<file path="config.mk">
export PLATFORM = sky130hd
export DESIGN_NAME = rog_div
export DESIGN_NICKNAME = d
export VERILOG_FILES = /design/src/rtl/rog_pkg.sv /design/src/rtl/rog_div.sv
export SDC_FILE = /design/constraint.sdc
export NUM_CORES = 1
export LEC_CHECK = 0
export BUFFER_PORTS_ARGS = -buffer_cell sky130_fd_sc_hd__buf_2
export CAP_MARGIN = 5
export CELL_PAD_IN_SITES_DETAIL_PLACEMENT = 1
export CELL_PAD_IN_SITES_GLOBAL_PLACEMENT = 1
export CORE_ASPECT_RATIO = 1.1
export CORE_MARGIN = 2
export CORE_UTILIZATION = 41
export CTS_CLUSTER_SIZE = 12
export DETAILED_ROUTE_END_ITERATION = 16
export PLACE_DENSITY = 0.77
export SLEW_MARGIN = 15
export SYNTH_ARGS = -nofsm -noshare
export SYNTH_HDL_FRONTEND = slang
export SYNTH_SLANG_ARGS = --single-unit
</file>
<file path="constraint.sdc">
create_clock -name clk -period 2.6 [get_ports clk]
set_input_delay 0.13 -clock clk [delete_from_list [all_inputs] [get_ports clk]]
set_output_delay 0.13 -clock clk [all_outputs]
set_load 0.03 [all_outputs]
</file>
<file path="src/rtl/rog_pkg.sv">
package rog_pkg;

  localparam int W      = 32;
  localparam int FRAC   = 16;
  localparam int QW     = W + FRAC;
  localparam int ACC_W  = 50;
  localparam int SUM_W  = 52;

  localparam logic signed [W-1:0] MAXV = {1'b0, {(W-1){1'b1}}};
  localparam logic signed [W-1:0] MINV = {1'b1, {(W-1){1'b0}}};

  localparam logic [2:0] REG_ORG_X = 3'd0;
  localparam logic [2:0] REG_ORG_Y = 3'd1;
  localparam logic [2:0] REG_ORG_Z = 3'd2;
  localparam logic [2:0] REG_DIR_X = 3'd3;
  localparam logic [2:0] REG_DIR_Y = 3'd4;
  localparam logic [2:0] REG_DIR_Z = 3'd5;

  localparam logic [2:0] MUL_STEPS = 3'd6;

  typedef enum logic [2:0] {
    S_IDLE,
    S_MUL,
    S_NUM,
    S_DIV1,
    S_DIV2,
    S_UPD,
    S_FIN
  } rog_state_t;

  function automatic logic signed [W-1:0] sat_w(input logic signed [SUM_W-1:0] x);
    logic signed [SUM_W-1:0] hi;
    logic signed [SUM_W-1:0] lo;
    hi = SUM_W'(MAXV);
    lo = SUM_W'(MINV);
    if (x > hi) return MAXV;
    else if (x < lo) return MINV;
    else return x[W-1:0];
  endfunction

endpackage

</file>
<file path="src/rtl/rog_div.sv">
// Signed fixed-point divider, one quotient bit a cycle, saturating result.
module rog_div (
  input  logic        clk,
  input  logic        rst,
  input  logic        start,
  input  logic signed [31:0] num,
  input  logic signed [31:0] den,
  output logic        done,
  output logic signed [31:0] quo
);
  import rog_pkg::*;

  logic          busy;
  logic [5:0]    cnt;
  logic [QW-1:0] q;
  logic [W-1:0]  rem;
  logic [W-1:0]  dmag;
  logic          neg;

  logic [W:0]    rem_sh;
  logic [W:0]    diff;
  logic          ge;
  logic [W-1:0]  nmag;

  assign nmag   = num[W-1] ? W'(-num) : W'(num);
  assign rem_sh = {rem, q[QW-1]};
  assign diff   = rem_sh - {1'b0, dmag};
  assign ge     = rem_sh >= {1'b0, dmag};

  always_ff @(posedge clk) begin
    if (rst) begin
      busy <= 1'b0;
      done <= 1'b0;
      cnt  <= '0;
    end else begin
      done <= busy && (cnt == 6'(QW - 1));
      if (start) begin
        busy <= 1'b1;
        cnt  <= '0;
      end else if (busy) begin
        cnt <= cnt + 6'd1;
        if (cnt == 6'(QW - 1)) busy <= 1'b0;
      end
    end
  end

  always_ff @(posedge clk) begin
    if (start) begin
      q    <= {nmag, {FRAC{1'b0}}};
      rem  <= '0;
      dmag <= den[W-1] ? W'(-den) : W'(den);
      neg  <= num[W-1] ^ den[W-1];
    end else if (busy) begin
      rem <= ge ? diff[W-1:0] : rem_sh[W-1:0];
      q   <= {q[QW-2:0], ge};
    end
  end

  // saturate magnitude back to signed range
  always_comb begin
    if (!neg) begin
      quo = (|q[QW-1:W-1]) ? MAXV : {1'b0, q[W-2:0]};
    end else begin
      quo = (q > QW'({1'b1, {(W-1){1'b0}}})) ? MINV : W'(-q[W-1:0]);
    end
  end

endmodule
</file>
* After elaboration in Yosys (flattened, before gate mapping) *
Index checks and enable logic that the tools add are counted.

word-level totals
  memories kept = 0
  bits in latches = 0
  memory bits (writable) = 0
  bits of input ports = 67
  register bits after elaboration = 121
  ROM bits = 0
  output and inout bits = 33

operators by class
  reductions and logical operators = 4
  multiply operators = 0
  divide/modulo/power cells = 0
  bitwise operators = 1
  mux-type cells = 11
  add/subtract/negate cells = 5
  order comparisons = 2
  shift operators = 0
  equality and inequality tests = 1

operator list
  operator                number
  $mux W32                4
  $mux W48                2
  $neg A32 Y32            3
  $mux W31                2
  $gt A48 B32 Y1 const B  1
  $ge A33 B32 Y1          1
  $sub A32 B32 Y32        1
  $reduce_or A17 Y1       1
  $add A6 B1 Y6 const B   1
  $eq A6 B6 Y1 const B    1
  $mux W1                 3
  $reduce_bool A2 Y1      1
  $reduce_or A2 Y1        1
  $logic_and A1 B1 Y1     1
  $xor A1 B1 Y1           1

* Depth between registers and ports, before layout *
  depth after elaboration = 4
  mapped depth = 13

* Worst setup path before layout *
Ideal clock, no wire load.

  path type = register -> output
  from = register q[9]
  to = output quo[10]
  arrival time = 3.510 ns
  slack = -1.040 ns
  cell stages (with the launch flop) = 9
  cells stage by stage = dfxtp_1 > or4_1 > or3_1 > nor4_2 > nand4_1 > o31a_1 > or2_1 > buf_2 > o311ai_0

on the way
  word-level cells in the longest chain between the ends = 3
  elaborated cells between the ends (all ways) = 4
  classes of those cells = add/sub (1); order compare (1); mux (2)

ends and longest elaborated chain
  what                                                   RTL line       source
  start, declared                                        rog_div.sv:15  logic [QW-1:0] q;
  start signal, assigned                                 rog_div.sv:49  q <= {nmag, {FRAC{1'b0}}};
  start signal, assigned                                 rog_div.sv:55  q <= {q[QW-2:0], ge};
  $gt A48 B32 Y1 / $neg A32 Y32 (equally long branches)  rog_div.sv:64  quo = (q > QW'({1'b1, {(W-1){1'b0}}})) ? MINV : W'(-q[W-1:0]);
  $mux W32 *                                             rog_div.sv:64
  $mux W32 *                                             rog_div.sv:61  if (!neg) begin
  end, declared                                          rog_div.sv:9   output logic signed [31:0] quo

Mark *: on every way between the ends. The rest lies on a longest branch, timed or not.

* Worst setup path after layout *
  from = register q[9]
  to = output quo[23]

The elaborated chain is that of the path after synthesis.

==> metrics <==
Vias=9612; failing checks=negative hold slack, negative setup slack; Die Width=141.5 um; synthesized cell area=0.008528 mm^2; status=finished with violations; Reg-to-Reg End=rem[17]; internal power=4675 uW; Routed Antenna Nets=0; R2R cell count=14; reg-to-reg slack, setup=-0.61 ns; Hold Path Class=in2reg; RR Startpoint=dmag[1]; layout cells sized above 1=41.63%; Primary FF master, synth=edfxtp_1; routability congestion estimate=0.8569; DP Wirelength=20.87 mm; Num Clock Sinks=121; first-pass GRT wire length=55.73 mm; min-delay src=den[10]; CTS Buf Count=17; largest net degree at the start of global routing=44; Arr. time, crit path=3.38 ns; H-tree depth=4; Post-Synthesis Cells=986; DR WL/cell=25.16 um; number of remaining DRC errors=0; final hold slack=-0.006462 ns; vias per std cell=6.169; part of the power in registers=32.5%; row cnt=55; FMAX=284.8 MHz; Fin. Hold Viols=1; final wirelength=39.20 mm; power per cell area=538.7 mW/mm^2; gr ovfl total=0; ANT cells=0; nature of the critical path startpoint=flop; YS warnings=0; leakage power=0.005488 uW; met1 WL=14.72 mm; register bit total from synthesis=121; port buffer count=99; Hold Crit Depth=2; metal3 WL=1.819 mm; clk slew on worst S/H paths=0.06 ns; Reg area=0.003078 mm^2; Die ar.=0.02197 mm^2; Clock Root Buffer=clkbuf_16; Slew @ Worst Pin=0.6704 ns; Final setup viols=65; CTS Buffer Depth=2; total power=7127 uW; CP required=2.47 ns; Initial Util=41.59%; CP Max Fanout=5; vias in the first global route=10320; Initial DRT Pass Iterations=7; power share of the combinational group=31.8%; minimum clock period=3.511 ns; Max-slew headroom=55.31%; area delta synth->final=55.14%; Die H=155.3 um; Syn Nets=1090; Core ar.=0.02051 mm^2; asr flop ratio synth=0%; Clk network pwr share=35.7%; Multi-input gate area=0.006305 mm^2; Nets=1393; Fill cells=2231; switching power=2452 uW; CTS tree=yes; Worst setup EP type=output pin; Final period util=135.0%; EDFF count, synth=65; met2 WL=20.45 mm; Max-Cap Viols=0; Total GRT Usage=32.39%; Max IR drop VDD=0.5294 mV; RSZ-0062 raised after global routing=true; critical setup path kind=reg2out; Clock Latency Late Sink=0.45 ns; post-synthesis sequential area ratio=36.03%; Top Ports=100; DR top layer=met4; initial antenna violation count=0; syn avg cell area=8.649 um^2; Clock Skew=0.01349 ns; Slew Viols, Final=0; fin worst setup slack=-0.9109 ns; switch share=34.40%; Yosys cell types=62; most common cell after layout, fill and taps aside=buf_4; Starting DRT DRC Count=702; sink of the worst hold path=dmag[10]; most frequent cells in the layout=buf_4, nand2_1, nor2_1, xnor2_1, buf_2
## power by group through the flow
stage               logic (uW)  registers (uW)  clock network (uW)
floorplan                 1050            2300                   0
global placement          1730            2300                   0
detailed placement        1790            2310                   0
CTS                       1990            2280                2480
global route              2380            2320                2610
finish                    2270            2310                2540
## cell usage after synthesis (all sizes together), types with 8 or more instances
library cell | count | area (um^2)
a21o | 19 | 142.6
a21oi | 31 | 155.2
a22o | 31 | 271.5
a311oi | 20 | 175.2
buf | 8 | 32.53
clkbuf | 45 | 168.9
dfxtp | 56 | 1121
edfxtp | 65 | 1952
ha | 36 | 450.4
inv | 53 | 198.9
mux2i | 23 | 230.2
nand2 | 119 | 446.7
nand2b | 8 | 50.05
nand3 | 17 | 85.08
nand4 | 10 | 62.56
nor2 | 81 | 304.0
nor2b | 11 | 68.82
nor3 | 22 | 110.1
nor4 | 18 | 131.4
o21ai | 70 | 350.3
o311ai | 19 | 166.4
o31ai | 21 | 157.7
o41ai | 10 | 95.10
or3 | 12 | 85.08
or4 | 13 | 110.1
xnor2 | 71 | 621.9
xor2 | 24 | 210.2
## routing by layer
metal  vias to the layer above  track usage [%]
li1                       4282                -
met1                      4762            35.14
met2                       419            59.89
met3                       149            4.925
met4                         0            18.24
met5                         -                0
## timing repair
action                                 CTS  global route
buffers inserted                        21            14
pin swaps                               37            72
gates cloned                             6             0
resized for setup                      170           107
endpoints found under the hold margin    3             0
hold buffers                             2             0
setup endpoints to repair               68            71
## through the flow
step	cells	setup WS (ns)	utilization, %	TNS (ns)	area, um^2
4_1_cts	1554	-0.8565	62.36	-34.40	12790
6_report	1558	-0.9109	64.51	-39.70	13230
2_1_floorplan	986	-0.4031	-	-7.530	9000
5_1_grt	1558	-1.039	64.51	-44.50	13230
3_5_place_dp	1495	-0.4410	54.56	-22.13	11190
3_3_place_gp	1495	-0.3726	54.56	-15.37	11190
## logic make-up (layout without fill, tap and decap cells)
| group | after synthesis | count (layout) | synth area share [%] |
|---|---|---|---|
| buffers and inverters | 106 | 422 | 4.695 |
| DFF | 121 | 121 | 36.03 |
| adders and majority gates | 37 | 37 | 5.516 |
| AOI/OAI and AO/OA | 274 | 274 | 22.64 |
| xor gates and xnor gates | 95 | 95 | 9.756 |
| and+or+nand+nor | 330 | 330 | 18.66 |
| muxes | 23 | 23 | 2.700 |
## how the worst max path moves through the flow
stage	startpoint	to	slack [ns]	cells after the start
final	q[9]	quo[23]	-0.91	9
after global placement	q[9]	quo[25]	-0.37	9
after detailed placement	num[8]	q[45]	-0.44	9
after CTS	q[9]	quo[10]	-0.86	9
after floorplan	q[9]	quo[22]	-0.40	8
after global routing	q[9]	quo[11]	-1.04	11
## registers in the layout, summed over array words and instances, names as in the netlist
signal and flops:
neg 1, rem 32, dmag 32, cnt 6, busy 1, done 1, q 48
## critical path, stage by stage, from the launching register on
cell and delay (ns):
dfxtp_2 0.32, or4_4 0.53, or3_4 0.36, nor4_4 0.32
nand4_1 0.15, o31a_1 0.28, or2_4 0.28, bufbuf_16 0.29
o311ai_4 0.24, buf_6 0.17
## final cells by class
| type | instances | share of cell area [%] |
|---|---|---|
| clock buffers | 21 | 3.821 |
| clock inverters | 11 | 0.7660 |
| inverters | 53 | 1.542 |
| multi-input cells | 759 | 47.65 |
| flip-flops and latches | 121 | 23.26 |
| well taps | 256 | 2.421 |
| repair buffers | 337 | 20.53 |
No activity file was read; power rests on OpenSTA's default activity.
